File: config.mk
export PLATFORM = sky130hd
export DESIGN_NAME = packet_reassembly_and_ack_window
export DESIGN_NICKNAME = d
export VERILOG_FILES = /design/src/sv/pkraw_pkg.sv /design/src/sv/pkraw_front.sv /design/src/sv/pkraw_fifo.sv /design/src/sv/pkraw_back.sv /design/src/sv/packet_reassembly_and_ack_window.sv
export SDC_FILE = /design/constraint.sdc
export NUM_CORES = 1
export LEC_CHECK = 0
export ABC_CLOCK_PERIOD_IN_PS = 8100
export BUFFER_PORTS_ARGS = -buffer_cell sky130_fd_sc_hd__buf_2
export CAP_MARGIN = 10
export CORE_UTILIZATION = 35
export DETAILED_ROUTE_END_ITERATION = 12
export GPL_ROUTABILITY_DRIVEN = 0
export REMOVE_ABC_BUFFERS = 1
export SETUP_SLACK_MARGIN = 0.1
export SKIP_LAST_GASP = 1
export SYNTH_ARGS = -nofsm -noshare
export SYNTH_HDL_FRONTEND = slang
export SYNTH_HIERARCHICAL = 1
export SYNTH_SLANG_ARGS = --single-unit
File: constraint.sdc
create_clock -name clk -period 8.1 [get_ports clk]
set_input_delay 0.405 -clock clk [delete_from_list [all_inputs] [get_ports clk]]
set_output_delay 0.405 -clock clk [all_outputs]
set_load 0.05 [all_outputs]
File: src/sv/pkraw_pkg.sv
// ============================================================================
// pkraw_pkg
// Types and codes shared by the packet reassembly and ack window tracker.
// ============================================================================
package pkraw_pkg;

    // One packet header as it arrives on the input channel.
    typedef struct packed {
        logic        is_fragment;
        logic [30:0] sequence_req;
        logic [7:0]  frag_id;
        logic [13:0] full_length;
        logic [30:0] ack_sequence;
        logic [13:0] payload_length;
    } pkraw_hdr_t;

    // One result as it leaves on the output channel.
    typedef struct packed {
        logic [2:0]  status;
        logic        reassembly_started;
        logic        reassembly_done;
        logic [30:0] window_start;
    } pkraw_result_t;

    // Work handed from the classifier to the window engine.
    typedef struct packed {
        logic        take_ack;
        logic [30:0] ack;
        logic [2:0]  status;
        logic        started;
        logic        done;
    } pkraw_cmd_t;

    localparam logic [2:0] STATUS_OK         = 3'd0;
    localparam logic [2:0] STATUS_WRONG_SEQ  = 3'd1;
    localparam logic [2:0] STATUS_NOT_REASM  = 3'd2;
    localparam logic [2:0] STATUS_SKIPPED_ID = 3'd3;
    localparam logic [2:0] STATUS_OVERFLOW   = 3'd4;
    localparam logic [2:0] STATUS_ACK_OLD    = 3'd5;

    localparam logic [2:0] SLOT_DROPPED = 3'd3;
    localparam logic [2:0] SLOT_SUCCESS = 3'd4;

endpackage

File: src/sv/pkraw_front.sv
// ============================================================================
// pkraw_front
// Header classifier: checks fragments against the open reassembly, opens,
// completes and abandons reassemblies, and queues one command per header.
// ============================================================================
module pkraw_front
    import pkraw_pkg::*;
(
    input  logic       clk,
    input  logic       rst_n,
    input  logic       hdr_valid,
    output logic       hdr_stall,
    input  pkraw_hdr_t hdr,
    input  logic       q_full,
    output logic       push,
    output pkraw_cmd_t cmd
);

    logic        reasm_reg, reasm_next;
    logic [30:0] frag_seq_reg, frag_seq_next;
    logic [7:0]  last_fid_reg, last_fid_next;
    logic [13:0] bytes_reg, bytes_next;
    logic [13:0] expected_reg, expected_next;

    logic [8:0]  fid_expect;
    logic [14:0] sum;

    assign hdr_stall  = q_full;
    assign push       = hdr_valid && !q_full;
    assign fid_expect = {1'b0, last_fid_reg} + 9'd1;
    assign sum        = {1'b0, bytes_reg} + {1'b0, hdr.payload_length};

    always_comb
    begin
        reasm_next    = reasm_reg;
        frag_seq_next = frag_seq_reg;
        last_fid_next = last_fid_reg;
        bytes_next    = bytes_reg;
        expected_next = expected_reg;
        cmd.take_ack  = !hdr.is_fragment;
        cmd.ack       = hdr.ack_sequence;
        cmd.status    = STATUS_OK;
        cmd.started   = 1'b0;
        cmd.done      = 1'b0;
        if (hdr.is_fragment)
        begin
            if (!reasm_reg)
            begin
                cmd.status = STATUS_NOT_REASM;
            end
            else if (frag_seq_reg != hdr.sequence_req)
            begin
                cmd.status = STATUS_WRONG_SEQ;
            end
            else if ({1'b0, hdr.frag_id} != fid_expect)
            begin
                cmd.status = STATUS_SKIPPED_ID;
            end
            else
            begin
                // The fragment number is kept even when the length overflows.
                last_fid_next = hdr.frag_id;
                if (sum > {1'b0, expected_reg})
                begin
                    cmd.status = STATUS_OVERFLOW;
                end
                else
                begin
                    bytes_next = sum[13:0];
                    if (sum[13:0] == expected_reg)
                    begin
                        reasm_next = 1'b0;
                        cmd.done   = 1'b1;
                    end
                end
            end
        end
        else if (reasm_reg)
        begin
            // A new first packet abandons the message in progress.
            reasm_next    = 1'b0;
            bytes_next    = '0;
            expected_next = '0;
        end
        else if (hdr.full_length > hdr.payload_length)
        begin
            reasm_next    = 1'b1;
            expected_next = hdr.full_length;
            bytes_next    = hdr.payload_length;
            frag_seq_next = hdr.sequence_req;
            last_fid_next = '0;
            cmd.started   = 1'b1;
        end
    end

    always_ff @(posedge clk or negedge rst_n)
    begin
        if (!rst_n)
        begin
            reasm_reg    <= 1'b0;
            frag_seq_reg <= '0;
            last_fid_reg <= '0;
            bytes_reg    <= '0;
            expected_reg <= '0;
        end
        else if (push)
        begin
            reasm_reg    <= reasm_next;
            frag_seq_reg <= frag_seq_next;
            last_fid_reg <= last_fid_next;
            bytes_reg    <= bytes_next;
            expected_reg <= expected_next;
        end
    end

endmodule

File: src/sv/pkraw_fifo.sv
// ============================================================================
// pkraw_fifo
// Two-entry command queue between the classifier and the window engine.
// ============================================================================
module pkraw_fifo
    import pkraw_pkg::*;
(
    input  logic       clk,
    input  logic       rst_n,
    input  logic       push,
    input  pkraw_cmd_t push_data,
    output logic       full,
    input  logic       pop,
    output pkraw_cmd_t pop_data,
    output logic       empty
);

    pkraw_cmd_t  entry_reg [2];
    logic        wr_ptr_reg, wr_ptr_next;
    logic        rd_ptr_reg, rd_ptr_next;
    logic [1:0]  count_reg, count_next;

    assign full     = (count_reg == 2'd2);
    assign empty    = (count_reg == 2'd0);
    assign pop_data = entry_reg[rd_ptr_reg];

    always_comb
    begin
        wr_ptr_next = push ? !wr_ptr_reg : wr_ptr_reg;
        rd_ptr_next = pop ? !rd_ptr_reg : rd_ptr_reg;
        count_next  = count_reg;
        if (push && !pop)
        begin
            count_next = count_reg + 2'd1;
        end
        else if (pop && !push)
        begin
            count_next = count_reg - 2'd1;
        end
    end

    always_ff @(posedge clk or negedge rst_n)
    begin
        if (!rst_n)
        begin
            wr_ptr_reg <= 1'b0;
            rd_ptr_reg <= 1'b0;
            count_reg  <= '0;
        end
        else
        begin
            wr_ptr_reg <= wr_ptr_next;
            rd_ptr_reg <= rd_ptr_next;
            count_reg  <= count_next;
        end
    end

    always_ff @(posedge clk)
    begin
        if (push)
        begin
            entry_reg[wr_ptr_reg] <= push_data;
        end
    end

endmodule

File: src/sv/pkraw_back.sv
// ============================================================================
// pkraw_back
// Window engine: refuses stale acks, sweeps dropped slots one per cycle,
// marks the acked slot and holds the result register.
// ============================================================================
module pkraw_back
    import pkraw_pkg::*;
#(
    parameter int WINDOW_SIZE = 16
)
(
    input  logic          clk,
    input  logic          rst_n,
    input  logic          q_empty,
    input  pkraw_cmd_t    cmd,
    output logic          pop,
    output logic          result_valid,
    input  logic          result_stall,
    output pkraw_result_t result
);

    localparam int IW = $clog2(WINDOW_SIZE);
    localparam int CW = $clog2(WINDOW_SIZE + 1);
    localparam logic [3:0] MOD_STEPS = 4'd8;

    typedef enum logic [1:0] {
        ST_IDLE = 2'b01,
        ST_WORK = 2'b10
    } back_state_t;

    back_state_t   state_reg, state_next;
    logic [30:0]   oldest_reg, oldest_next;
    logic [IW-1:0] oldest_idx_reg, oldest_idx_next;
    logic [30:0]   ack_reg, ack_next;
    logic          started_reg, started_next;
    logic [30:0]   sweep_seq_reg, sweep_seq_next;
    logic [IW-1:0] sweep_idx_reg, sweep_idx_next;
    logic [CW-1:0] sweep_cnt_reg, sweep_cnt_next;
    logic [31:0]   mod_src_reg, mod_src_next;
    logic [IW-1:0] mod_rem_reg, mod_rem_next;
    logic [3:0]    mod_cnt_reg, mod_cnt_next;
    logic          out_valid_reg, out_valid_next;
    pkraw_result_t out_data_reg, out_data_next;
    logic          out_load;

    logic [2:0]             slot_mem [WINDOW_SIZE];
    logic [WINDOW_SIZE-1:0] slot_valid_reg;
    logic                   slot_we;
    logic [IW-1:0]          slot_waddr;
    logic [2:0]             slot_wdata;

    logic out_free;
    logic sweep_busy;
    logic mod_busy;

    // Four remainder steps of a restoring reduction modulo the window size.
    function automatic logic [IW-1:0] mod_digit(input logic [IW-1:0] rem,
                                                input logic [3:0]    digit);
        logic [IW:0]   t;
        logic [IW-1:0] acc;
        acc = rem;
        for (int b = 3; b >= 0; b--)
        begin
            t = {acc, digit[b]};
            if (t >= (IW+1)'(WINDOW_SIZE))
            begin
                t = t - (IW+1)'(WINDOW_SIZE);
            end
            acc = t[IW-1:0];
        end
        return acc;
    endfunction

    assign out_free     = !out_valid_reg || !result_stall;
    assign pop          = (state_reg == ST_IDLE) && !q_empty && out_free;
    assign sweep_busy   = (sweep_seq_reg != ack_reg) && (sweep_cnt_reg != CW'(WINDOW_SIZE));
    assign mod_busy     = (mod_cnt_reg != 4'd0);
    assign result_valid = out_valid_reg;
    assign result       = out_data_reg;

    always_comb
    begin
        state_next      = state_reg;
        oldest_next     = oldest_reg;
        oldest_idx_next = oldest_idx_reg;
        ack_next        = ack_reg;
        started_next    = started_reg;
        sweep_seq_next  = sweep_seq_reg;
        sweep_idx_next  = sweep_idx_reg;
        sweep_cnt_next  = sweep_cnt_reg;
        mod_src_next    = mod_src_reg;
        mod_rem_next    = mod_rem_reg;
        mod_cnt_next    = mod_cnt_reg;
        out_load        = 1'b0;
        out_data_next   = out_data_reg;
        slot_we         = 1'b0;
        slot_waddr      = sweep_idx_reg;
        slot_wdata      = SLOT_DROPPED;
        case (state_reg)
            ST_IDLE:
            begin
                if (pop)
                begin
                    if (!cmd.take_ack)
                    begin
                        out_load      = 1'b1;
                        out_data_next = '{status: cmd.status,
                                          reassembly_started: 1'b0,
                                          reassembly_done: cmd.done,
                                          window_start: oldest_reg};
                    end
                    else if (cmd.ack < oldest_reg)
                    begin
                        out_load      = 1'b1;
                        out_data_next = '{status: STATUS_ACK_OLD,
                                          reassembly_started: cmd.started,
                                          reassembly_done: 1'b0,
                                          window_start: oldest_reg};
                    end
                    else
                    begin
                        state_next     = ST_WORK;
                        ack_next       = cmd.ack;
                        started_next   = cmd.started;
                        sweep_seq_next = oldest_reg;
                        sweep_idx_next = oldest_idx_reg;
                        sweep_cnt_next = '0;
                        mod_src_next   = {1'b0, cmd.ack};
                        mod_rem_next   = '0;
                        mod_cnt_next   = MOD_STEPS;
                    end
                end
            end
            ST_WORK:
            begin
                if (sweep_busy)
                begin
                    slot_we        = 1'b1;
                    sweep_seq_next = sweep_seq_reg + 31'd1;
                    sweep_cnt_next = sweep_cnt_reg + CW'(1);
                    sweep_idx_next = (sweep_idx_reg == IW'(WINDOW_SIZE - 1)) ?
                                     '0 : sweep_idx_reg + IW'(1);
                end
                if (mod_busy)
                begin
                    mod_rem_next = mod_digit(mod_rem_reg, mod_src_reg[31:28]);
                    mod_src_next = {mod_src_reg[27:0], 4'd0};
                    mod_cnt_next = mod_cnt_reg - 4'd1;
                end
                if (!sweep_busy && !mod_busy && out_free)
                begin
                    slot_we         = 1'b1;
                    slot_waddr      = mod_rem_reg;
                    slot_wdata      = SLOT_SUCCESS;
                    oldest_next     = ack_reg;
                    oldest_idx_next = mod_rem_reg;
                    out_load        = 1'b1;
                    out_data_next   = '{status: STATUS_OK,
                                        reassembly_started: started_reg,
                                        reassembly_done: 1'b0,
                                        window_start: ack_reg};
                    state_next      = ST_IDLE;
                end
            end
            default:
            begin
                state_next = ST_IDLE;
            end
        endcase
        out_valid_next = out_load || (out_valid_reg && result_stall);
    end

    always_ff @(posedge clk or negedge rst_n)
    begin
        if (!rst_n)
        begin
            state_reg      <= ST_IDLE;
            oldest_reg     <= '0;
            oldest_idx_reg <= '0;
            out_valid_reg  <= 1'b0;
            slot_valid_reg <= '0;
        end
        else
        begin
            state_reg      <= state_next;
            oldest_reg     <= oldest_next;
            oldest_idx_reg <= oldest_idx_next;
            out_valid_reg  <= out_valid_next;
            if (slot_we)
            begin
                slot_valid_reg[slot_waddr] <= 1'b1;
            end
        end
    end

    always_ff @(posedge clk)
    begin
        ack_reg       <= ack_next;
        started_reg   <= started_next;
        sweep_seq_reg <= sweep_seq_next;
        sweep_idx_reg <= sweep_idx_next;
        sweep_cnt_reg <= sweep_cnt_next;
        mod_src_reg   <= mod_src_next;
        mod_rem_reg   <= mod_rem_next;
        mod_cnt_reg   <= mod_cnt_next;
        if (out_load)
        begin
            out_data_reg <= out_data_next;
        end
        if (slot_we)
        begin
            slot_mem[slot_waddr] <= slot_wdata;
        end
    end

endmodule

File: src/sv/packet_reassembly_and_ack_window.sv
// ============================================================================
// packet_reassembly_and_ack_window
// Receive-side reassembly tracker and acknowledgement window for one packet
// header per transfer.
// ============================================================================
//
//  Channel   Signals                          Direction  Transfer carries
//  -------   -------------------------------  ---------  ----------------------
//  header    hdr_valid, hdr_stall, hdr        in         one packet header
//  result    result_valid, result_stall,      out        status, flags and the
//            result                                      window start
//
// For a first packet whose ack is accepted, the dropped-slot sweep marks at
// most WINDOW_SIZE slots, writing one slot per cycle, and the slot index of
// the ack is reduced four bits per cycle alongside it. Reset is asynchronous
// and active low and empties the queue, the result register and the slot
// valid bits. The header side stalls only when the two-entry queue is full;
// the result side holds its transfer for as long as result_stall is high.
//
module packet_reassembly_and_ack_window
    import pkraw_pkg::*;
#(
    parameter int WINDOW_SIZE = 16
)
(
    input  logic          clk,
    input  logic          rst_n,
    input  logic          hdr_valid,
    output logic          hdr_stall,
    input  pkraw_hdr_t    hdr,
    output logic          result_valid,
    input  logic          result_stall,
    output pkraw_result_t result
);

    // Commands flow front -> queue -> back, one per accepted header.
    logic       q_push;
    logic       q_pop;
    logic       q_full;
    logic       q_empty;
    pkraw_cmd_t front_cmd;
    pkraw_cmd_t back_cmd;

    // The front owns the reassembly state and classifies each header. Its
    // updates happen at the header transfer, so later headers always see
    // the state left by earlier ones.
    pkraw_front u_front (
        .clk       (clk),
        .rst_n     (rst_n),
        .hdr_valid (hdr_valid),
        .hdr_stall (hdr_stall),
        .hdr       (hdr),
        .q_full    (q_full),
        .push      (q_push),
        .cmd       (front_cmd)
    );

    // The queue lets the front keep taking headers while the back sweeps.
    pkraw_fifo u_fifo (
        .clk       (clk),
        .rst_n     (rst_n),
        .push      (q_push),
        .push_data (front_cmd),
        .full      (q_full),
        .pop       (q_pop),
        .pop_data  (back_cmd),
        .empty     (q_empty)
    );

    // The back owns the window start and the slot table, and produces the
    // result for every command in queue order.
    pkraw_back #(
        .WINDOW_SIZE (WINDOW_SIZE)
    ) u_back (
        .clk          (clk),
        .rst_n        (rst_n),
        .q_empty      (q_empty),
        .cmd          (back_cmd),
        .pop          (q_pop),
        .result_valid (result_valid),
        .result_stall (result_stall),
        .result       (result)
    );

endmodule

# Word level (Yosys, flattened, before mapping)
# Memory sizes are Yosys's and may differ from the RTL's.
# Cells that the tools add are included.
# op_classes
addsub	7
mul	0
n_div	0
magnitude_cmp	3
eq_ne	22
shift	0
mux	69
n_bitwise	3
reduce_logical	38
# op_table
op	n
36-bit two-way mux	4
14-bit two-way mux	9
31-bit two-way mux	4
36-bit one-hot mux with 2 select lines	1
31-bit inequality test	2
31-bit one-hot mux with 2 select lines	1
8-bit two-way mux	6
31-bit by 1-bit adder with 31-bit output, second input constant	1
31-bit less-than comparator	1
1-bit two-way mux	21
5-bit two-way mux	4
4-bit two-way mux	4
2-bit inequality test, second input constant	8
14-bit by 14-bit adder with 15-bit output	1
15-bit by 14-bit greater-than comparator with 1-bit output	1
3-bit two-way mux	5
5-bit AND reduction	3
14-bit == test	1
14-bit greater-than comparator	1
2-bit two-way mux	6
4-bit AND reduction	3
6-bit AND reduction	2
1-bit zero test	11
2-bit by 1-bit inequality test with 1-bit output, second input constant	5
other kinds (22)	37
# word_totals
reg_bits	214
latchBits	0
ramBits	74
romBits	0
in_bits	103
output_inout_bits	38
wordCells	163
mem_count	1
# memory_table
name	words	word_bits	read_ports	rd_clocked_by_memory_dff	wr	line	rtl
u_fifo.entry_reg	2	37	1	0	1	pkraw_fifo.sv:18	pkraw_cmd_t entry_reg [2];

# Logic depth before layout (Yosys ltp)
# Gate-level depths: netlist of the first run.
# depth
ltp_word	8
ltp_mapped	17
mapped_depth_nobuf	16

# Hierarchy
# Netlist of the first run, hierarchy kept.
# by_module_without_submodules
module	instances	cells_per_inst	area_per_inst_um2	seq_area_each_um2
pkraw_back	1	634	7036.7	4095.2
pkraw_front	1	502	5031.1	1701.6
pkraw_fifo	1	131	2939.1	2322.2

# Worst setup path before layout of the first run
# Ideal clock, no wire load.
# synth_path
path_type	register -> register
startpoint	register u_fifo.rd_ptr_reg
endpoint	register u_back.sweep_cnt_reg[0], enable pin
setup_ns	0.446
arrival_ns	5.611
slack_ns	2.043
path_stages_with_launch	12
synth_period_minus_slack_ns	6.057
cell_sequence	dfrtp_1 -> buf_6 -> buf_6 -> mux2_4 -> ha_1 -> nand4_1 -> nor4_1 -> a221oi_1 -> o22ai_1 -> a31oi_1 -> nor2b_1 -> a2bb2oi_1
# synth_lines
element	line	rtl
start: declaration	pkraw_fifo.sv:20	logic rd_ptr_reg, rd_ptr_next;
start signal: assignment	pkraw_fifo.sv:53	rd_ptr_reg <= rd_ptr_next;
end signal: assignment	pkraw_back.sv:202	sweep_cnt_reg <= sweep_cnt_next;
end: declaration	pkraw_back.sv:38	logic [CW-1:0] sweep_cnt_reg, sweep_cnt_next;

==> results.md, run 1 <==
Setup path:
- The critical path start-end classification is reg2reg.
- STA puts the critical path data arrival time at 5250 ps.
- STA classifies the critical path startpoint as a flop.
- The worst-case reg-to-reg path depth is 11.
- The required time at the endpoint of the critical path is between 8000 and 9000 ps.
- The worst setup path is captured at a flop.
- The largest driver fanout on the critical path is 36.

Routing:
- The first-pass detailed-route iteration total is 5.
- The routed length per placed instance is roughly 18 µm.
- The detail-routed via count per cell is 5.00.
- The number of nets still failing antenna checks after routing is 0.
- For this block, the routed nets add up to 34700 µm of wire.
- After detailed routing, the number of remaining DRC violations is 0.
- The DRC marker count from the first detailed-route iteration is 587.
- The total via count in the routed design is ~9700.

Finish:
- Counting the fill cells in the layout gives between 4000 and 5000.
- Of the cells placed in the final design, the portion with a size suffix greater than 1 is 0.222.
- The final core area utilization is 0.408.
- The most common cell after layout, fill and taps aside is sky130_fd_sc_hd__edfxtp_1.
- The total number of nets in the final design is 1565.
- Leaving out fill and tap cells, the most frequent cells in the layout are sky130_fd_sc_hd__edfxtp_1 (182), sky130_fd_sc_hd__buf_2 (139), sky130_fd_sc_hd__nand2_1 (122).
- The number of antenna cells inserted is 0.
- Compared with the post-synthesis result, the final layout area differs by 14.5%.
- The register with the most flip-flops in the layout has 74 of them.

Pwr:
- The worst vdd rail ir drop is 0.194 mV.
- Of the total power, the share spent switching nets is 0.362.
- Dividing total power by cell area gives a power density of 352 nW/µm².
- Internal power comes to 3860 µW.
- The net switching power is 2190 µW.
- The analysis attributes to cell leakage a power of 0.00698 µW.
- The share of total power dissipated in combinational logic is 0.358.
- Of the total power, registers draw 0.387.
- The share of total power in the clock network is 0.255.

CTS:
- The total setup buffers inserted after CTS is 0.
- The clock latency of the later-clocked register in the worst-skew pair is 550 ps.
- The number of hold buffers added after CTS was 0.
- The clock root buffer master is sky130_fd_sc_hd__clkbuf_16.
- The clock tree synthesis step divided the H-tree into 2 levels.
- In this run, post-CTS repair resized a total of 0 instances.
- TritonCTS created 34 clock buffers.
- Counting every sink on the clock net gives roughly 290.
- The CTS tree is done.
- No sink is reached through more buffers than the 3 on the longest clock path.
- After clock tree synthesis, the clock-pin slew on the worst setup and hold paths is 60 ps.

Place:
- The sum of net half-perimeters after detailed placement is 24600 µm.
- In this run the tool buffered the top-level ports with 140 buffer cells.

Die:
- The floorplan has 75 rows.
- The core area is 42100 µm².
- In this run the horizontal extent of the chip is 209 µm.
- The die area is 43700 µm².
- The initial utilization of the core area, before any placement, comes to 0.356.
- The die is approximately 210 µm tall.
- around 140 I/O pins were placed.

Timing:
- On the final layout, the worst clock skew is 29.1 ps.
- Setup repair after global routing left no endpoint under its margin.
- The final-layout setup total negative slack is 0 ps.
- Setup violations remaining at the end of the flow were counted as 0.
- Dividing the final minimum period by the clock period gives 0.628.
- The number of endpoints with negative hold slack in the final report was 6.
- Subtracting the final worst setup slack from the clock period gives a little over 5000 ps.
- The slew at the pin closest to its max-slew limit is 1220 ps.
- Static timing analysis puts the maximum clock frequency at between 150 and 200 MHz.
- The tightest hold path in the finished design has a slack of -3.76 ps.
- The remaining max-slew budget at the tightest pin is 0.185.
- The number of max-slew violations in the final report came to 0.

Synthesis:
- The number of cells produced by synthesis is 1267.
- The share of Yosys cell area claimed by the top area cell type is 0.364.
- The number of synthesized register bits is 288.
- Among all flip-flop cells after synthesis, the most frequent one is sky130_fd_sc_hd__edfxtp_1.
- After synthesis, the share of flip-flops with an asynchronous set or reset is 0.368.
- The share of the Yosys chip area taken by registers is 0.541.
- The largest total area in the synthesized netlist belongs to sky130_fd_sc_hd__edfxtp_1.
- During synthesis, Yosys emitted a total of 6 warnings.
- Dividing the synthesized area by the synthesized cell count gives 11.8 µm².
- The count of flip-flops with a built-in enable after synthesis is ~180.
- The mapped netlist covers 15000 µm².
- After synthesis, the cell types taking the most area are sky130_fd_sc_hd__edfxtp_1 (36%), sky130_fd_sc_hd__dfrtp_1 (18%), sky130_fd_sc_hd__ha_1 (6.7%), sky130_fd_sc_hd__xor2_1 (4.7%), sky130_fd_sc_hd__mux2_2 (3.9%).
- Counting distinct cell types in the post-synthesis netlist gives 78.

Outcome:
- The checks that failed: negative hold slack.
- The run finished, with violations left.

Global routing:
- The first global-routing pass estimated 54800 µm of wire.
- For met1 alone, demand over resource in global routing was 0.211.
- The number of global-route vias before repair was 9955.
- Global routing finished with a remaining overflow of 0.
- The global routing met3 resource utilization is 0.0385.
- The global-route usage over all layers is 0.161.
- The pin count of the biggest net entering global routing is 72.
- The global-route layer with the greatest usage is met2.
- The global routing met2 resource utilization is 0.267.
- The number of antenna violations at the first check in global routing is 5.

Job:
- The max-capacitance violation count is 0.

Hold path:
- The tightest min-delay check is of the in2async type.
power groups by stage:
| stage | logic, µW | clock network (µW) | registers [µW] |
|---|---|---|---|
| floorplan | 1310 | 0 | 2620 |
| global placement | 2140 | 0 | 2360 |
| detailed placement | 2180 | 0 | 2370 |
| CTS | 2190 | 1600 | 2350 |
| global route | 2400 | 1650 | 2390 |
| finish | 2170 | 1540 | 2340 |
metal layers:
metal	vias up	part of all wire
li1	4731	-
met1	4723	0.45
met2	205	0.48
met3	61	0.053
met4	4	0.019
met5	-	0.00066
cell usage after synthesis (all sizes together), types with 2 or more instances:
cell type and n:
and3 10, and4 3, clkbuf 20, dfrtp 105, or2 3, o31ai 3, o211ai 6, xor2 80
ha 80, nand2 122, a31oi 4, and2 7, xnor2 40, a21oi 55, buf 50, edfxtp 182
a211oi 4, a221oi 2, a22o 20, a21o 10, o211a 2, a2bb2oi 3, nand2b 6, o21a 6
nor3 12, a221o 2, nand3 25, nor3b 3, nand4 19, nor2 75, nor4 18, a2111oi 2
a211o 2, mux2 83, o2111ai 2, o21ai 94, inv 82, nor2b 5
cells by family (layout without fill, tap and decap cells):
| group | after synthesis | count (layout) | share of synthesized area |
|---|---|---|---|
| adder cells (fa/ha/maj) | 81 | 81 | 0.0680 |
| AND/OR/NAND/NOR | 313 | 313 | 0.101 |
| AO/OA/AOI/OAI | 229 | 229 | 0.0985 |
| XOR/XNOR | 120 | 120 | 0.0700 |
| multiplexers | 84 | 84 | 0.0705 |
| flip-flops | 288 | 288 | 0.541 |
| buffers and inverters | 152 | 292 | 0.0507 |
worst paths after layout:
kind,from,end,slack [ps]
setup / recovery,u_fifo/rd_ptr_reg$_DFFE_PN0P_,u_back/sweep_seq_reg[24]$_DFFE_PP_,3010
hold / removal,rst_n,u_front/frag_seq_reg[20]$_DFFE_PN0P_,-4
setup reg to reg,u_fifo/rd_ptr_reg$_DFFE_PN0P_,u_back/sweep_seq_reg[24]$_DFFE_PP_,3010
hold reg to reg,u_fifo/count_reg[1]$_DFFE_PN0P_,u_fifo/count_reg[1]$_DFFE_PN0P_,500
max in group asynchronous,rst_n,u_fifo/rd_ptr_reg$_DFFE_PN0P_,6890
min in group clk,hdr[23],u_fifo/entry_reg[1][14]$_DFFE_PP_,50
cell type report:
type,instances,area (µm²),share of cell area
flip-flops and latches,288,8120,0.473
well taps,539,674,0.0392
repair buffers,148,763,0.0444
clock buffers,43,936,0.0545
multi-input cells,827,6180,0.360
inverters,82,308,0.0179
clock inverters,19,199,0.0116
metrics by stage:
stage / hold WS, ps / cells / cell area, µm² / setup slack (ps) / power (µW)
finish: -3.76 / 1946 / 17200 / 3010 / 6050
global route: 13.8 / 1946 / 17200 / 2810 / 6430
CTS: 6.54 / 1946 / 17200 / 2920 / 6130
detailed placement: 487 / 1884 / 16000 / 2930 / 4550
global placement: 481 / 1884 / 16000 / 3050 / 4500
floorplan: 109 / 1197 / 14600 / 1230 / 3930
worst max-delay path: stages (launching register included):
cell	delay, ps
sky130_fd_sc_hd__dfrtp_2	490
sky130_fd_sc_hd__buf_4	550
sky130_fd_sc_hd__mux2_2	420
sky130_fd_sc_hd__ha_1	320
sky130_fd_sc_hd__nand4_1	140
sky130_fd_sc_hd__nor4_1	610
sky130_fd_sc_hd__a221oi_1	170
sky130_fd_sc_hd__o22ai_1	250
sky130_fd_sc_hd__a31oi_1	130
sky130_fd_sc_hd__nor2b_4	160
sky130_fd_sc_hd__buf_4	480
sky130_fd_sc_hd__a2bb2oi_4	940
Power figures use the tool's default switching activity.
==> inputs of run 2 (changes only) <==
--- a/config.mk
+++ b/config.mk
@@ -5,7 +5,7 @@
 export SDC_FILE = /design/constraint.sdc
 export NUM_CORES = 1
 export LEC_CHECK = 0
-export ABC_CLOCK_PERIOD_IN_PS = 8100
+export ABC_CLOCK_PERIOD_IN_PS = 4600
 export BUFFER_PORTS_ARGS = -buffer_cell sky130_fd_sc_hd__buf_2
 export CAP_MARGIN = 10
 export CORE_UTILIZATION = 35
==> constraint.sdc (replaced) <==
create_clock -name clk -period 4.6 [get_ports clk]
set_input_delay 0.23 -clock clk [delete_from_list [all_inputs] [get_ports clk]]
set_output_delay 0.23 -clock clk [all_outputs]
set_load 0.05 [all_outputs]
==> run 2 against run 1 <==
Against the previous run:
- the run now ends clean
- cell count increased by 5.1%
- combinational power increased by 85%
- maximum frequency increased by 21%
- first-iteration DRC count down 8.3%
- design area is 5.5% higher
- critical path depth rose by 6
- sequential power up 75%
- largest power group unchanged
==> results.md, run 2 (synthesized netlist as in run 1, its figures left out) <==
Global routing:
- The number of global-route vias before repair is 10250 (was 9955).
- The wire length of the first global-routing pass is 55800 µm (was 54800 µm).
- The global-route usage over all layers is 0.163 (was 0.161).
- The number of antenna violations at the first check in global routing came to 2 (was 5).
- The residual overflow from global routing was 0 (unchanged).
- The pin count of the biggest net entering global routing is 96 (was 72).

Die:
- The overall die height is 209 µm (unchanged).
- The initial cell density of the core is 0.356 (unchanged).
- The core area is 42100 µm² (unchanged).
- The die width is 209 µm (unchanged).
- The I/O pin total is 141 (unchanged).
- The row count came to 75 (unchanged).
- The die area is 43700 µm² (unchanged).

Setup path:
- The number of buffers and inverters on the critical path was 2 (unchanged).
- Critical-path cell list: ha_1 > inv_1 > fa_1 > nor2b_1 > o31a_1 > o21ai_0 > o21ai_0 > xor2_1 > ha_1 > o21ai_0 > o21ai_0 > o211ai_1 > a311oi_1 > nor3_2 > a31oi_4 > buf_4 > mux2_4 (was buf_4 > mux2_2 > ha_1 > nand4_1 > nor4_1 > a221oi_1 > o22ai_1 > a31oi_1 > nor2b_4 > buf_4 > a2bb2oi_4).
- The family of cells with the greatest summed delay on the critical path is compound AO/OA/AOI/OAI gates (unchanged).
- The endpoint class of the critical path is a flop (unchanged).
- The arrival time of data at the critical path endpoint is 4630 ps (was 5250 ps).
- The required time at the endpoint of the critical path came to 5020 ps (was 8260 ps).
- The critical path start-end classification is reg2reg (unchanged).
- The path length in cells of the critical path came to 17 (was 11).
- The highest cell delay on the worst timing path is 440 ps (was 940 ps).
- The slack of the worst reg-to-reg path came to 390 ps (was 3010 ps).
- The type of element launching the critical path is a flop (unchanged).
- The launching point of the worst reg2reg path is u_front/bytes_reg[0]$_DFFE_PN0P_ (was u_fifo/rd_ptr_reg$_DFFE_PN0P_).
- The worst-case reg-to-reg path depth is 17 (was 11).
- The reg-to-reg critical path endpoint is u_front/bytes_reg[10]$_DFFE_PN0P_ (was u_back/sweep_seq_reg[24]$_DFFE_PP_).
- The most repeated library cell on the critical path is sky130_fd_sc_hd__o21ai_0 (was sky130_fd_sc_hd__buf_4).
- The cell with the largest stage delay on the worst path was sky130_fd_sc_hd__o21ai_0 (was sky130_fd_sc_hd__a2bb2oi_4).
- The largest driver fanout on the critical path was 8 (was 36).

Finish:
- The fraction of final layout cells sized beyond drive strength 1 is 0.215 (was 0.222).
- The number of fill cells in the layout is 3934 (was 4026).
- The area of combinational cells with multiple inputs is 6190 µm² (was 6180 µm²).
- The area added between synthesis and finish was 20.8% (was 14.5%).
- Commonest cells after routing, fill and taps aside: sky130_fd_sc_hd__edfxtp_1 (182), sky130_fd_sc_hd__buf_2 (139), sky130_fd_sc_hd__nand2_1 (122) (unchanged).
- The total number of nets in the final design is 1663 (was 1565).
- The final core area utilization is 0.430 (was 0.408).
- The area of all sequential standard cells is 8120 µm² (unchanged).
- The flip-flop count of the largest register after layout was 74 (unchanged).
- The final non-filler cell total is 2046 (was 1946).
- The most common cell after layout, fill and taps aside is sky130_fd_sc_hd__edfxtp_1 (unchanged).

Hold path:
- For hold timing, the worst endpoint is u_back/result_valid$_DFF_PN0_.
- The class of the tightest hold or removal check is in2reg (was in2async).
- The cell depth of the worst min-delay path is 3.
- In this run the most critical hold path is launched from result_stall.

Outcome:
- Result of the run: finished, final reports clean (was finished, violations left).

Routing:
- The total routed wire length on the met1 layer is 15900 µm (was 15600 µm).
- The remaining design rule violation count is 0 (unchanged).
- The routed length per placed instance is 17.1 µm (was 17.8 µm).
- The wire length on met3 is 1570 µm (was 1850 µm).
- The first-pass detailed-route iteration total was 5 (unchanged).
- The met2 wirelength from detailed routing is 16700 µm (was 16500 µm).
- The DRC marker count from the first detailed-route iteration is 538 (was 587).
- The total via count in the routed design is 10050 (was 9724).
- The number of nets still failing antenna checks after routing came to 0 (unchanged).
- The final wirelength is 35100 µm (was 34700 µm).
- The top layer reached by signal wires is met5 (unchanged).
- The detail-routed via count per cell was 4.91 (was 5.00).

Timing:
- The remaining max-slew budget at the tightest pin is 0.348 (was 0.185).
- Unrepaired setup endpoints after global routing: no (unchanged).
- The worst setup margin is 389 ps (was 3010 ps).
- The number of endpoints with negative hold slack in the final report is 0 (was 6).
- The worst setup skew after layout is 13.8 ps (was 29.1 ps).
- The number of setup violations in the final report is 0 (unchanged).
- The final critical delay including setup and external delays was 4210 ps (was 5090 ps).
- The post-route fraction of the period consumed by the critical path is 0.915 (was 0.628).
- The maximum clock frequency is 237 MHz (was 197 MHz).
- The number of max-slew violations in the final report is 0 (unchanged).
- The slew at the pin closest to its max-slew limit is 978 ps (was 1220 ps).
- The final-layout setup total negative slack came to 0 ps (unchanged).

Place:
- The sum of net half-perimeters after detailed placement was 24600 µm (about the same).
- The count of port buffers added during placement is 140 (unchanged).
- The placement-stage worst setup slack is 374 ps (was 2930 ps).
- The cell count after placement is 1896 (was 1884).

CTS:
- The clock latency of the later-clocked register in the worst-skew pair is 540 ps (was 550 ps).
- The CTS tree is done (unchanged).
- The total setup buffers inserted after CTS came to 0 (unchanged).
- The number of clock buffers inserted by TritonCTS is 35 (was 34).
- The clock root buffer master is sky130_fd_sc_hd__clkbuf_16 (unchanged).
- The H-tree depth is 2 (unchanged).
- The TritonCTS sink count is 288 (unchanged).
- The clock-pin slew on the worst setup and hold paths is 50 ps (was 60 ps).
- The maximum clock insertion buffer count is 3 (unchanged).

Pwr:
- The worst vdd rail ir drop is 0.323 mV (was 0.194 mV).
- The power per cell area is 595 nW/µm² (was 352 nW/µm²).
- The leakage component of the power came to 0.00740 µW (was 0.00698 µW).

Job:
- The max-capacitance violation count is 0 (unchanged).
run 2: cell types whose count changed in the layout (fill, tap and decap cells not counted), moves of 2 or more:
cell | previous run | this run
sky130_fd_sc_hd__clkbuf_1 | 5 | 10
sky130_fd_sc_hd__clkbuf_8 | 3 | 5
sky130_fd_sc_hd__buf_4 | 9 | 19
sky130_fd_sc_hd__buf_12 | 0 | 2
sky130_fd_sc_hd__dlygate4sd3_1 | 0 | 85
sky130_fd_sc_hd__clkinv_1 | 5 | 3
sky130_fd_sc_hd__bufinv_16 | 3 | 1
run 2: power breakdown:
part / internal (µW) / switching, µW / leakage, µW
combinational: 1610 / 2410 / 0.00388
sequential: 3690 / 411 / 0.00298
clock: 1580 / 1100 / 0.000542
run 2: worst reg2reg max path, delay by kind of cell, from the launching register on:
family	cells	cell delay, ps
simple gates	2	190
compound gates	8	1940
fa+ha+maj	3	720
xor+xnor	1	190
mux	1	320
buf+inv	2	370
flops	1	370
run 2: timing repair:
| action | CTS | global route |
|---|---|---|
| endpoints found under the hold margin | 187 | 0 |
| resized for setup | 0 | 1 |
| setup endpoints to repair | 0 | 8 |
| hold buffers | 85 | 0 |
run 2: worst max path at each step:
stage	from	to	slack, ps
2_1_floorplan	u_fifo/rd_ptr_reg$_DFFE_PN0P_	u_back/sweep_cnt_reg[0]$_SDFFCE_PN0P_	-2270
3_3_place_gp	u_front/bytes_reg[1]$_DFFE_PN0P_	u_front/bytes_reg[7]$_DFFE_PN0P_	400
3_5_place_dp	u_front/bytes_reg[1]$_DFFE_PN0P_	u_front/bytes_reg[10]$_DFFE_PN0P_	370
4_1_cts	u_front/bytes_reg[1]$_DFFE_PN0P_	u_front/bytes_reg[7]$_DFFE_PN0P_	340
5_1_grt	u_front/bytes_reg[1]$_DFFE_PN0P_	u_front/bytes_reg[7]$_DFFE_PN0P_	150
6_report	u_front/bytes_reg[0]$_DFFE_PN0P_	u_front/bytes_reg[10]$_DFFE_PN0P_	390
run 2: stage by stage:
step	cell area [µm²]	hold WS, ps	power, µW
global placement	16200	421	8020
global route	18100	62.4	11400
finish	18100	68.2	10800
detailed placement	16200	422	8100
floorplan	14600	-65.6	6930
CTS	18100	36.4	10900
run 2: final cells by class:
cell class                      count  area share
Tap cell                          539      0.0372
Clock inverter                     13     0.00586
Timing Repair Buffer              245      0.0953
Sequential cell                   288       0.448
Inverter                           82      0.0170
Multi-Input combinational cell    827       0.341
Clock buffer                       51      0.0555
Antenna cell                        1    0.000138
run 2: routing by layer:
layer	GRT usage	vias to the layer above
met5	0	-
met4	0.0548	2
met3	0.0301	61
met2	0.271	216
met1	0.214	4837
li1	-	4934
==> inputs of run 3 (changes only) <==
--- a/config.mk
+++ b/config.mk
@@ -9,10 +9,11 @@
 export BUFFER_PORTS_ARGS = -buffer_cell sky130_fd_sc_hd__buf_2
 export CAP_MARGIN = 10
 export CORE_UTILIZATION = 35
+export CTS_BUF_LIST = sky130_fd_sc_hd__clkbuf_4 sky130_fd_sc_hd__clkbuf_8 sky130_fd_sc_hd__clkbuf_16
 export DETAILED_ROUTE_END_ITERATION = 12
 export GPL_ROUTABILITY_DRIVEN = 0
 export REMOVE_ABC_BUFFERS = 1
-export SETUP_SLACK_MARGIN = 0.1
+export SETUP_SLACK_MARGIN = 0.4
 export SKIP_LAST_GASP = 1
 export SYNTH_ARGS = -nofsm -noshare
 export SYNTH_HDL_FRONTEND = slang
==> run 3 against run 2 <==
Against the previous run:
- setup slack better by 260 ps
- design area is 0.33% higher
- wire length is 0.10% higher
- clock skew is 0.98 ps higher
- highest routed layer unchanged
- critical path depth stayed put
- sequential power hardly changed
- maximum frequency is 6.5% higher
- combinational power hardly changed
- count of clock-buffer cells in the layout stayed put
- largest cell class unchanged
- flip-flop and latch count stayed put
==> results.md, run 3 (synthesized netlist as in run 1, its figures left out) <==
Place:
- The count of port buffers added during placement is 140 (unchanged).
- The placement-stage worst setup slack is 374 ps (unchanged).
- The sum of net half-perimeters after detailed placement is 24600 µm (unchanged).

Routing:
- The DRC marker count from the first detailed-route iteration was 540 (was 538).
- The number of nets still failing antenna checks after routing is 0 (unchanged).
- The first-pass detailed-route iteration total was 5 (unchanged).
- The final wirelength is 35100 µm (about the same).
- The routed length per placed instance is 17.2 µm (was 17.1 µm).
- The total via count in the routed design is 10057 (was 10050).
- The remaining design rule violation count is 0 (unchanged).
- The detail-routed via count per cell is 4.91 (about the same).

Timing:
- The maximum clock frequency is 253 MHz (was 237 MHz).
- The final-layout setup total negative slack is 0 ps (unchanged).
- The number of setup violations in the final report came to 0 (unchanged).
- The slew at the pin closest to its max-slew limit came to 980 ps (was 978 ps).
- Unrepaired setup endpoints after global routing: no (unchanged).
- The number of max-slew violations in the final report came to 0 (unchanged).
- The remaining max-slew budget at the tightest pin is 0.347 (was 0.348).
- The worst hold slack across all endpoints is 74.3 ps (was 68.2 ps).
- The final critical delay including setup and external delays was 3950 ps (was 4210 ps).
- The post-route fraction of the period consumed by the critical path was 0.859 (was 0.915).
- The number of endpoints with negative hold slack in the final report is 0 (unchanged).
- The worst setup margin is 648 ps (was 389 ps).
- The worst setup skew after layout came to 14.8 ps (was 13.8 ps).

Hold path:
- The class of the tightest hold or removal check is in2reg (unchanged).

Setup path:
- The largest driver fanout on the critical path is 6 (was 8).
- The most repeated library cell on the critical path is sky130_fd_sc_hd__o21ai_0 (unchanged).
- The critical path start-end classification was reg2reg (unchanged).
- The highest cell delay on the worst timing path came to 440 ps (about the same).
- The required time at the endpoint of the critical path came to 5020 ps (about the same).
- Critical-path cell list: ha_1 > inv_1 > fa_1 > nor2b_1 > o31a_1 > o21ai_0 > o21ai_0 > xor2_1 > ha_1 > o21ai_0 > o21ai_0 > o211ai_1 > a311oi_1 > nor3_2 > a31oi_4 > buf_4 > mux2_2 (was ha_1 > inv_1 > fa_1 > nor2b_1 > o31a_1 > o21ai_0 > o21ai_0 > xor2_1 > ha_1 > o21ai_0 > o21ai_0 > o211ai_1 > a311oi_1 > nor3_2 > a31oi_4 > buf_4 > mux2_4).
- The endpoint class of the critical path is a flop (unchanged).
- The type of element launching the critical path is a flop (unchanged).
- The arrival time of data at the critical path endpoint is 4370 ps (was 4630 ps).
- The cell with the largest stage delay on the worst path is sky130_fd_sc_hd__o21ai_0 (unchanged).

Die:
- The I/O pin total is 141 (unchanged).
- The die area is 43700 µm² (unchanged).
- The overall die height came to 209 µm (unchanged).
- The row count came to 75 (unchanged).
- The die width is 209 µm (unchanged).
- The initial cell density of the core is 0.356 (unchanged).
- The core area came to 42100 µm² (unchanged).

Pwr:
- The worst vdd rail ir drop came to 0.322 mV (was 0.323 mV).
- The power per cell area is 597 nW/µm² (was 595 nW/µm²).
- The leakage component of the power is 0.00745 µW (was 0.00740 µW).

Finish:
- The fraction of final layout cells sized beyond drive strength 1 is 0.224 (was 0.215).
- The number of fill cells in the layout is 3926 (was 3934).
- The most common cell after layout, fill and taps aside is sky130_fd_sc_hd__edfxtp_1 (unchanged).
- The total number of nets in the final design was 1664 (was 1663).
- The area added between synthesis and finish is 21.2% (was 20.8%).
- The flip-flop count of the largest register after layout came to 74 (unchanged).
- Commonest cells after routing, fill and taps aside: sky130_fd_sc_hd__edfxtp_1 (182), sky130_fd_sc_hd__buf_2 (139), sky130_fd_sc_hd__nand2_1 (122) (unchanged).
- The final core area utilization is 0.432 (was 0.430).

Global routing:
- The residual overflow from global routing came to 0 (unchanged).
- The number of antenna violations at the first check in global routing is 2 (unchanged).
- The number of global-route vias before repair was 10267 (was 10250).
- The wire length of the first global-routing pass is 55900 µm (was 55800 µm).
- The global-route usage over all layers is 0.163 (about the same).
- The pin count of the biggest net entering global routing is 96 (unchanged).

CTS:
- The clock-pin slew on the worst setup and hold paths was 60 ps (was 50 ps).
- The number of clock buffers inserted by TritonCTS was 35 (unchanged).
- The clock root buffer master is sky130_fd_sc_hd__clkbuf_16 (unchanged).
- The TritonCTS sink count is 288 (unchanged).
- The clock latency of the later-clocked register in the worst-skew pair came to 540 ps (about the same).
- The maximum clock insertion buffer count is 3 (unchanged).
- The CTS tree is done (unchanged).
- The H-tree depth is 2 (unchanged).

Job:
- The max-capacitance violation count is 0 (unchanged).

Outcome:
- Result of the run: finished, final reports clean (unchanged).
-- run 3: changes by cell type in the layout (fill, tap and decap cells not counted) --
cell | before | now
sky130_fd_sc_hd__clkbuf_1 | 10 | 0
sky130_fd_sc_hd__clkbuf_4 | 0 | 10
sky130_fd_sc_hd__buf_6 | 0 | 1
sky130_fd_sc_hd__nor3_1 | 8 | 7
sky130_fd_sc_hd__nor3_2 | 2 | 3
sky130_fd_sc_hd__nor4_1 | 16 | 15
sky130_fd_sc_hd__nor4_2 | 1 | 2
-- run 3: worst paths after layout --
check	start	to	slack (ps)	depth (start not counted)
worst max-delay path	u_front/bytes_reg[0]$_DFFE_PN0P_	u_front/bytes_reg[1]$_DFFE_PN0P_	650	17
max in group asynchronous	rst_n	u_fifo/rd_ptr_reg$_DFFE_PN0P_	3070	3
worst min-delay path	result_stall	u_back/result_valid$_DFF_PN0_	70	3
worst min register to register	u_fifo/count_reg[1]$_DFFE_PN0P_	u_fifo/count_reg[1]$_DFFE_PN0P_	500	1
min in group asynchronous	rst_n	u_front/frag_seq_reg[19]$_DFFE_PN0P_	390	2
worst max register to register	u_front/bytes_reg[0]$_DFFE_PN0P_	u_front/bytes_reg[1]$_DFFE_PN0P_	650	17
-- run 3: timing repair --
action	4_1_cts	5_1_grt
resized for setup	1	3
setup buffers	0	1
setup endpoints to repair	8	13
hold buffers	85	0
gates cloned	0	0
endpoints found under the hold margin	187	0
pin swaps	0	1
-- run 3: per-layer routing --
layer,wire [µm],vias to the layer above,global-route usage
li1,-,4940,-
met1,15900,4849,0.213
met2,16800,210,0.273
met3,1510,56,0.0299
met4,896,2,0.0548
met5,13,-,0
-- run 3: metrics by stage --
step           std cells  total power [µW]  cell area [µm²]
6_report            2047             10900            18200
5_1_grt             2046             11500            18200
4_1_cts             2045             11000            18200
3_5_place_dp        1896              8100            16200
3_3_place_gp        1896              8020            16200
2_1_floorplan       1197              6930            14600
-- run 3: cell type report --
| class | instances | area, µm² | share of cell area |
|---|---|---|---|
| flip-flops and latches | 288 | 8120 | 0.446 |
| multi-input cells | 827 | 6200 | 0.341 |
| repair buffers | 246 | 1740 | 0.0957 |
| clock buffers | 51 | 1040 | 0.0574 |
| well taps | 539 | 674 | 0.0371 |
| inverters | 82 | 308 | 0.0169 |
| clock inverters | 13 | 106 | 0.00585 |
| diodes | 1 | 2.50 | 0.000138 |
-- run 3: report_power, final --
part / internal (µW) / leakage [µW] / switching (µW)
Clock: 1640 / 0.000576 / 1100
Sequential: 3690 / 0.00298 / 412
Combinational: 1610 / 0.00389 / 2410
-- run 3: critical path: cells and delay by family, from the launching register on --
| family | cells | cell delay, ps |
|---|---|---|
| AO/OA/AOI/OAI | 8 | 1760 |
| XOR/XNOR | 1 | 190 |
| adder cells (fa/ha/maj) | 3 | 720 |
| buffers and inverters | 2 | 270 |
| flip-flops | 1 | 370 |
| multiplexers | 1 | 340 |
| AND/OR/NAND/NOR | 2 | 180 |
